$ cat src/rtl/ttrail_pkg.sv
// ----------------------------------------------------------------------------
// ttrail_pkg
// Types and constants shared by the trail interpolator modules.
// ----------------------------------------------------------------------------
package ttrail_pkg;

    localparam int DEPTH   = 16;
    localparam int CNT_W   = $clog2(DEPTH);
    localparam int FRAC_W  = 18;
    localparam int LANES   = 9;
    localparam int LANE_W  = 4;

    typedef enum logic [1:0] {
        CMD_STORE = 2'd0,
        CMD_FILL  = 2'd1,
        CMD_QUERY = 2'd2,
        CMD_NOP   = 2'd3
    } t_cmd;

    typedef enum logic [2:0] {
        ST_IDLE,
        ST_SEARCH,
        ST_DIVGO,
        ST_DIV,
        ST_LERP,
        ST_OUT
    } t_state;

    typedef struct packed {
        logic [30:0]       time_ms;
        logic [2:0][31:0]  pos;
        logic [2:0][31:0]  vel;
        logic [2:0][15:0]  ang;
        logic [63:0]       attr;
    } t_slot;

    typedef struct packed {
        logic fill;
        logic shift;
        logic rotate;
    } t_cell_ctl;

endpackage

$ cat src/rtl/ttrail_cell.sv
// ----------------------------------------------------------------------------
// ttrail_cell
// One history slot; loads the new sample, its older or its newer neighbor.
// ----------------------------------------------------------------------------
module ttrail_cell (
    input  logic                i_clk,
    input  logic                i_rst_n,
    input  ttrail_pkg::t_cell_ctl i_ctl,
    input  ttrail_pkg::t_slot   i_sample,
    input  ttrail_pkg::t_slot   i_prev,
    input  ttrail_pkg::t_slot   i_next,
    output ttrail_pkg::t_slot   o_slot
);

    ttrail_pkg::t_slot r_slot;

    always_ff @(posedge i_clk) begin
        if (!i_rst_n) begin
            r_slot <= '0;
        end else if (i_ctl.fill) begin
            r_slot <= i_sample;
        end else if (i_ctl.shift) begin
            r_slot <= i_prev;
        end else if (i_ctl.rotate) begin
            r_slot <= i_next;
        end
    end

    assign o_slot = r_slot;

endmodule

$ cat config.mk
export PLATFORM = sky130hd
export DESIGN_NAME = ttrail_cell
export DESIGN_NICKNAME = d
export VERILOG_FILES = /design/src/rtl/ttrail_pkg.sv /design/src/rtl/ttrail_cell.sv
export SDC_FILE = /design/constraint.sdc
export NUM_CORES = 1
export LEC_CHECK = 0
export BUFFER_PORTS_ARGS = -buffer_cell sky130_fd_sc_hd__clkbuf_2
export CAP_MARGIN = 20
export CORE_AREA = 5 5 514 516
export DETAILED_ROUTE_END_ITERATION = 6
export DIE_AREA = 0 0 519 521
export GPL_TIMING_DRIVEN = 0
export PLACE_DENSITY = 0.3
export SKIP_LAST_GASP = 1
export SLEW_MARGIN = 0
export SYNTH_ARGS = -nofsm -noshare
export SYNTH_HDL_FRONTEND = slang
export SYNTH_SLANG_ARGS = --single-unit
$ cat constraint.sdc
create_clock -name i_clk -period 1.7 [get_ports i_clk]
set_clock_uncertainty 0.1 [all_clocks]
set_input_delay 0.34 -clock i_clk [delete_from_list [all_inputs] [get_ports i_clk]]
set_output_delay 0.34 -clock i_clk [all_outputs]
set_load 0.01 [all_outputs]
==> results.yml <==
logic_synthesis:
  async_flop_share_pct: 0
  synth-edff-count: 0
  synth_area_leaders: "dfxtp_1, mux2i_1, mux2_2"
  syn_inst: 1493
  synth_top_flop_cell: "dfxtp_1"
  yosys.area_share.adder_pct: 0
  synth.avg_cell_area_um2: 12.4
  syn_nets: 2503
  yosysTopAreaCell: "dfxtp_1"
  yosysUniqueCellTypes: 18
  synth_top_family_by_area: "multiplexers"
  synth_compound_area_share_pct: 19.5
  seq_area_frac_synth_pct: 36.1
  ys_ff_latch: 335
  synthTopCellsByCount: "dfxtp_1, mux2i_1, mux2_2"
  netlist.area_leader.share_pct: 36.1
  netlist_area_um2: 18600
  synthXorXnorAreaFrac_pct: 0
  yosys.area_share.simple_pct: 0.148
  yosysWarnings: 0
  synth.area.mux_share_pct: 38.8
clocking:
  cts_tree: "built"
  cts_sinks: 335
  clk_pin_slew_ns: 0.06
  root_buffer: "clkbuf_16"
  cts-htree-levels: 2
  clk_latency_ns: 0.62
  clock_path_buffers: 3
  cts_made_buffers: 51
pwr:
  leakage_nw: 17.4
  finalPower_mw: 29.0
  max-vdd-ir-drop_mv: 0.681
  p_per_area_nw_per_um2: 725
critical_path:
  cp.buffers_inverters: 4
  worstPathCellList: "buf_2, buf_4, buf_4, buf_4, mux2i_2, o2bb2ai_2"
  crit_type: "in2reg"
  cp.arrival_ns: 2.22
  critPathTopFamily: "buffers and inverters"
  crit_path_max_fanout: 10
  start_kind: "primary input"
  worst-path-stages: 6
  crit_top_cell: "buf_4"
  r2r_cells: 3
  timing.critical_path.from: "i_ctl[2]"
  end_kind: "register"
  slowest_stage: "mux2i_2"
  r2r_start: "o_slot[329]"
  cp.required_ns: 2.12
  r2r_slack_ns: 0.49
  critPathMaxStageDelay_ns: 0.51
final_layout:
  finish.utilization_pct: 15.4
  n_fill_cell: 29200
  final_nets: 4546
  drive_gt1_share_pct: 61.8
  multi_input_area_um2: 11100
  seqCellArea_um2: 6930
  areaGrowthSynthToFinish_pct: 115
  largest_reg_flops: 335
place:
  gp_congestion: 0.921
  io_buffers: 1343
  pre_cts_ws_ns: -1.87
  dp_hpwl_mm: 161
routing:
  dr.first_iter.drc_count: 989
  post_drt_via_cell_ratio: 3.08
  routed_wl_mm: 184
  vias: 21600
  drc: 0
  ant_nets: 0
  first_pass_iters: 5
  wire_per_inst_um: 26.3
outcome:
  violations: "negative setup slack"
  status: "finished, violations left"
timing:
  worstMarginPinSlew_ns: 0.608
  max_freq_mhz: 556
  setup_tns_ns: -0.456
  rsz0062_at_grt: "true"
  period_needed_ns: 1.80
  layout_worst_path_cycle_share_pct: 106
  hold_viol_final: 0
  timing.hold.ws_ns: 0.0399
  finalMaxSlewViolations: 0
  fin_ws_ns: -0.0998
  slew_headroom_pct: 58.3
  setup-violations-final: 12
floorplanning:
  io_pins: 1345
  die_w_um: 519
  rows: 187
  core_area_um2: 259000
  die_h_um: 521
  start_util_pct: 7.18
  die_area_um2: 270000
global_routing:
  antenna_found_initial: 113
  grt_pass1_vias: 23200
  grt_max_degree: 13
  grtUsageTotal_pct: 13.0
  overflow: 0
  grt_pass1_wl_mm: 235
hold_path:
  hp-class: "in2reg"
  hold_path.startpoint: "i_sample[16]"
  hold_depth: 3
run:
  max_cap_violations: 0
==> worst reg2reg max path, stage by stage, from the launching register on <==
cell,delay [ns]
dfxtp_1,0.32
nand3_1,0.06
dlygate4sd3_1,0.54
o21ai_0,0.07
==> kinds of logic after synthesis <==
group / Yosys count
buffers and inverters: 149
and+or+nand+nor: 4
DFF: 335
muxes: 670
AOI/OAI and AO/OA: 335
==> power breakdown <==
part	leakage [nW]	total (mW)	switching, mW	internal [mW]
Combinational	13.7	8.57	4.31	4.26
Clock	0.846	11.3	4.40	6.90
Sequential	2.84	9.09	0.503	8.59
Total	17.4	29.0	9.21	19.8
==> through the flow <==
| stage | std cells | area [um^2] |
|---|---|---|
| floorplan | 1493 | 18600 |
| global placement | 6238 | 29500 |
| detailed placement | 6238 | 29500 |
| CTS | 6971 | 39700 |
| global route | 6986 | 39900 |
| finish | 7005 | 40000 |
==> metal layers <==
metal / vias to the layer above / GRT usage [%] / part of all wire (%)
li1: 9936 / - / -
met1: 10200 / 16.1 / 42
met2: 1159 / 21.3 / 46
met3: 211 / 5.18 / 9.7
met4: 64 / 2.44 / 2.0
met5: - / 0 / 0.21
==> final timing paths <==
check	endpoint
setup / recovery	o_slot[149]
hold reg to reg	o_slot[128]
setup reg to reg	o_slot[329]
hold / removal	o_slot[16]
==> timing repair <==
action | in CTS | in global routing
hold endpoints to repair | 325 | 4
gates resized for setup | 548 | 33
buffers inserted | 24 | 1
hold buffers | 618 | 4
endpoints found under the setup margin | 347 | 68
==> area by class of cell <==
cell class / count / share of cell area [%]
sequential: 335 / 17.4
buffer: 149 / 2.71
antenna: 29 / 0.182
timing repair buffer: 1990 / 37.1
tap: 3402 / 10.7
clock inverter: 17 / 0.601
multi-input combinational: 1009 / 27.7
clock buffer: 74 / 3.72
==> layout by cell type, fill, tap and decap left out, types with 71 or more instances in the layout <==
cell type	synthesis	layout
buf_2	79	71
clkbuf_16	0	80
clkbuf_2	0	1167
clkbuf_8	0	131
dfxtp_1	335	166
dfxtp_2	0	163
dlygate4sd3_1	0	622
mux2_2	287	287
mux2i_1	335	300
o2bb2ai_1	224	224
o2bb2ai_2	110	110
(Power assumes the default switching activity.)
