--- src/rtl/ttrail_pkg.sv ---
// ----------------------------------------------------------------------------
// ttrail_pkg
// Types and constants shared by the trail interpolator modules.
// ----------------------------------------------------------------------------
package ttrail_pkg;

    localparam int DEPTH   = 16;
    localparam int CNT_W   = $clog2(DEPTH);
    localparam int FRAC_W  = 18;
    localparam int LANES   = 9;
    localparam int LANE_W  = 4;

    typedef enum logic [1:0] {
        CMD_STORE = 2'd0,
        CMD_FILL  = 2'd1,
        CMD_QUERY = 2'd2,
        CMD_NOP   = 2'd3
    } t_cmd;

    typedef enum logic [2:0] {
        ST_IDLE,
        ST_SEARCH,
        ST_DIVGO,
        ST_DIV,
        ST_LERP,
        ST_OUT
    } t_state;

    typedef struct packed {
        logic [30:0]       time_ms;
        logic [2:0][31:0]  pos;
        logic [2:0][31:0]  vel;
        logic [2:0][15:0]  ang;
        logic [63:0]       attr;
    } t_slot;

    typedef struct packed {
        logic fill;
        logic shift;
        logic rotate;
    } t_cell_ctl;

endpackage

--- src/rtl/ttrail_div.sv ---
// ----------------------------------------------------------------------------
// ttrail_div
// Serial divider for the saturated Q2.16 fraction, one quotient bit a cycle.
// ----------------------------------------------------------------------------
module ttrail_div (
    input  logic                             i_clk,
    input  logic                             i_rst_n,
    input  logic                             i_start,
    input  logic [30:0]                      i_num,
    input  logic signed [31:0]               i_den,
    output logic                             o_done,
    output logic [ttrail_pkg::FRAC_W-1:0]    o_frac
);

    localparam int FW = ttrail_pkg::FRAC_W;

    logic          r_busy;
    logic          r_done;
    logic [4:0]    r_cnt;
    logic [31:0]   r_rem;
    logic [31:0]   r_den;
    logic [FW-1:0] r_low;
    logic [FW-1:0] r_q;
    logic [31:0]   w_trial;

    assign w_trial = {r_rem[30:0], r_low[FW-1]};

    always_ff @(posedge i_clk) begin
        if (!i_rst_n) begin
            r_busy <= 1'b0;
            r_done <= 1'b0;
        end else begin
            r_done <= 1'b0;
            if (i_start) begin
                r_den <= i_den;
                if (i_den[31] || (i_den == 32'sd0)) begin
                    r_q    <= '0;
                    r_done <= 1'b1;
                end else if ({3'b0, i_num} >= {1'b0, i_den[30:0], 2'b0}) begin
                    r_q    <= '1;
                    r_done <= 1'b1;
                end else begin
                    r_rem  <= {3'b0, i_num[30:2]};
                    r_low  <= {i_num[1:0], 16'b0};
                    r_cnt  <= '0;
                    r_busy <= 1'b1;
                end
            end else if (r_busy) begin
                if (w_trial >= r_den) begin
                    r_rem <= w_trial - r_den;
                    r_q   <= {r_q[FW-2:0], 1'b1};
                end else begin
                    r_rem <= w_trial;
                    r_q   <= {r_q[FW-2:0], 1'b0};
                end
                r_low <= {r_low[FW-2:0], 1'b0};
                r_cnt <= r_cnt + 5'd1;
                if (r_cnt == 5'(FW - 1)) begin
                    r_busy <= 1'b0;
                    r_done <= 1'b1;
                end
            end
        end
    end

    assign o_done = r_done;
    assign o_frac = r_q;

endmodule

--- config.mk ---
export PLATFORM = sky130hd
export DESIGN_NAME = ttrail_div
export DESIGN_NICKNAME = d
export VERILOG_FILES = /design/src/rtl/ttrail_pkg.sv /design/src/rtl/ttrail_div.sv
export SDC_FILE = /design/constraint.sdc
export NUM_CORES = 1
export LEC_CHECK = 0
export ABC_AREA = 1
export CAP_MARGIN = 20
export CORE_MARGIN = 2
export CORE_UTILIZATION = 65
export DETAILED_ROUTE_END_ITERATION = 6
export DONT_BUFFER_PORTS = 1
export HOLD_SLACK_MARGIN = 0.12
export PLACE_DENSITY = 0.81
export REMOVE_ABC_BUFFERS = 1
export SLEW_MARGIN = 20
export SYNTH_ARGS = -nofsm -noshare
export SYNTH_HDL_FRONTEND = slang
export SYNTH_SLANG_ARGS = --single-unit
--- constraint.sdc ---
create_clock -name i_clk -period 7.03 [get_ports i_clk]
set_input_delay 0 -clock i_clk [delete_from_list [all_inputs] [get_ports i_clk]]
set_output_delay 0 -clock i_clk [all_outputs]
set_load 0.01 [all_outputs]
==> impl_metrics.tcl <==
set metrics [dict create \
    grt_pass1_vias 7332 \
    rsz0062_at_grt "false" \
    power.leakage_uw 0.00439 \
    max_slew_margin_pct 55.9 \
    reg2reg_setup_slack_ns 4.10 \
    finalPower_uw 1670 \
    critPathKind "flip-flop to flip-flop" \
    crit_path_frequent_cell "nand2_1" \
    p_switching_uw 573 \
    globalRouteMet3Util_pct 8.52 \
    io_pins 85 \
    report.final.slew_viol_count 0 \
    hold_depth 3 \
    min_period_ns 2.93 \
    cts_sinks 90 \
    cp_slowest_cell "fa_1" \
    cts_tree "built" \
    coreArea_sq_um 10900 \
    synthCells 1055 \
    period_share_pct 41.6 \
    syn_avg_cell_area_sq_um 6.96 \
    hp-class "input port to flip-flop" \
    grt_util_met2_pct 66.3 \
    syn_to_final_growth_pct 15.8 \
    drv_cap 0 \
    clk_latency_ns 0.35 \
    required_ns 7.24 \
    drive_above_1_share_pct 3.63 \
    ir_worst_vdd_mv 0.171 \
    seq_area_frac_synth_pct 36.5 \
    gr-max-usage-layer "met2" \
    hold_path_startpoint "i_start" \
    cp-start-kind "flip-flop" \
    max_freq_mhz 342 \
    std_cell_rows 38 \
    reg2reg_from "r_den[0]" \
    h-tree-depth 3 \
    critPathArrivalTime_ns 3.13 \
    outcome "complete, no violations" \
    drtPass1Iterations 5 \
    die_y_microns 110 \
    yosysWarnings 0 \
    dp_cells 1181 \
    postRouteAntennaNets 0 \
    initial_core_util_pct 67.2 \
    dieWidth_microns 110 \
    pwr-share-comb_pct 30.4 \
    drtIter0Drc 797 \
    grt_pass1_wl_mm 36.6 \
    wl_mm 23.2 \
    seqPwrFrac_pct 39.6 \
    path_clk_slew_ns 0.08 \
    via_count 7398 \
    cts_root_buffer "clkbuf_16" \
    power.internal_uw 1100 \
    clkPwrFrac_pct 30.0 \
    num_antenna_cells 0 \
    setup_tns_ns 0 \
    r2r_end "r_rem[17]" \
    vias_per_cell 5.83 \
    crit_fanout 32 \
    regArea_sq_um 2680 \
    final_cells 1270 \
    hold_violations 0 \
    skew_ns 0.0131 \
    portBuffers 0 \
    multi_input_area_sq_um 3850 \
    ctsHoldBuffers 73 \
    ys_types 35 \
    dp_hpwl_mm 14.8 \
    worstMarginPinSlew_ns 0.660 \
    finish.net_count 1255 \
    grt_use_met1_pct 50.1 \
    antenna_found_initial 0 \
    worstHoldEndpoint "r_busy" \
    overflow 0 \
    path_cells "ha_1 > fa_1 > inv_1 > nand2_1 > nand2_1 > nand3_1 > nand2_2 > nand2_2 > nand3_2 > nand2_4 > nand2_4 > nand2_4 > nand2_1 > nand2_1 > nand2_1" \
    synth-seq-cells 90 \
    synth_area_sq_um 7350 \
    p_sw_share_pct 34.3 \
    grtUsageTotal_pct 40.0 \
    cp_slowest_stage_delay_ns 0.44 \
    p_per_area_nw_per_um2 196 \
    drc_errors 0 \
    die-area_sq_um 12200 \
    reg2reg_depth 15 \
    finalWeightedCongestion 0.998 \
    cts_buffers 9 \
    setup_viol 0 \
    clockBufferDepth 2 \
    ctsResizeCount 0 \
    worstSetupEndpointType "flip-flop" \
    wl_per_cell_microns 18.2 \
    grt_start_max_net_pins 34 \
    cts_setup_buffers 0 \
    num-fill-cells 765 \
]
synth_stat cells:
master	count	area, sq um
nand2_1	424	1590
inv_1	192	721
edfxtp_1	88	2640
nor2_1	72	270
nand3_1	68	340
ha_1	63	788
a21oi_1	28	140
nand3b_1	17	128
xnor2_1	14	123
nand4_1	13	81.3
nor3_1	10	50.1
o21ai_0	9	45.0
clkbuf_1	8	30.0
nand2_2	6	37.5
xor2_1	4	35.0
and2_1	3	18.8
buf_2	3	15.0
buf_4	3	22.5
inv_2	3	11.3
nand2_4	3	33.8
nor2_2	3	18.8
a21o_1	2	15.0
a21oi_2	2	17.5
buf_1	2	7.51
dfxtp_1	2	40.0
nor4_1	2	12.5
o21a_1	2	15.0
o21bai_1	2	15.0
buf_6	1	11.3
clkinv_1	1	3.75
fa_1	1	20.0
nand3_2	1	10.0
nor2_4	1	11.3
nor2_8	1	20.0
o21ai_1	1	5.00
registers in the layout, summed over array words and instances, names as in the netlist:
register and flops:
o_frac 18, r_den 32, o_done 1, r_low 2, r_busy 1, r_cnt 5
r_rem 31
layout by cell type (no fill, tap or decap), drive strengths merged, types with 13 or more instances in the layout:
cell	n
a21oi	30
dlygate4sd3	72
edfxtp	88
ha	63
inv	197
nand2	433
nand3	69
nand3b	17
nand4	13
nor2	77
xnor2	14
worst max-delay path, delay by kind of cell, from the launching register on:
family	cells	cell delay (ns)
simple gates	12	1.54
fa+ha+maj	2	0.69
flops	1	0.38
buf+inv	1	0.13
worst max-delay path by stage:
stage / from / endpoint / slack [ns] / cells after the start
4_1_cts: r_den[0] / r_rem[22] / 4.30 / 15
2_1_floorplan: i_den[22] / r_cnt[0] / 3.79 / 10
3_5_place_dp: r_den[0] / r_rem[26] / 4.36 / 14
6_report: r_den[0] / r_rem[17] / 4.10 / 15
3_3_place_gp: r_den[0] / r_rem[26] / 4.42 / 14
5_1_grt: r_low[17] / r_rem[17] / 4.02 / 16
cells by family (layout without fill, tap and decap cells):
logic type                 after synthesis  in the layout  share of synthesized area (%)
adders and majority gates               64             64                           11.0
and+or+nand+nor                        624            624                           35.7
xor gates and xnor gates                18             18                           2.15
DFF                                     90             90                           36.5
AOI/OAI and AO/OA                       46             46                           3.44
buffers and inverters                  213            288                           11.2
layout make-up:
class,instances,area share (%)
clock inverters,7,0.882
inverters,196,8.64
clock buffers,9,2.65
flip-flops and latches,90,31.5
repair buffers,76,8.97
well taps,140,2.06
multi-input cells,752,45.3
per-layer routing:
metal | wire length, microns | vias to the layer above
li1 | - | 3445
met1 | 8880 | 3352
met2 | 10800 | 506
met3 | 2420 | 95
met4 | 1020 | 0
met5 | 0 | -
power groups by stage:
| stage | Clock, uW | Sequential, uW | Combinational (uW) |
|---|---|---|---|
| floorplan | 0 | 664 | 335 |
| global placement | 0 | 669 | 430 |
| detailed placement | 0 | 669 | 436 |
| CTS | 490 | 658 | 477 |
| global route | 510 | 664 | 562 |
| finish | 501 | 661 | 508 |
stage by stage:
step	util, %	cell area, sq um	hold WS, ns	setup slack (ns)
final	77.8	8510	0.184	4.10
after detailed placement	68.3	7470	0.0989	4.36
after floorplan	-	7260	0.0989	3.79
after global routing	77.8	8510	0.224	4.02
after CTS	77.8	8510	0.148	4.30
after global placement	68.3	7470	0.0990	4.42
No activity file was read; power rests on OpenSTA's default activity.
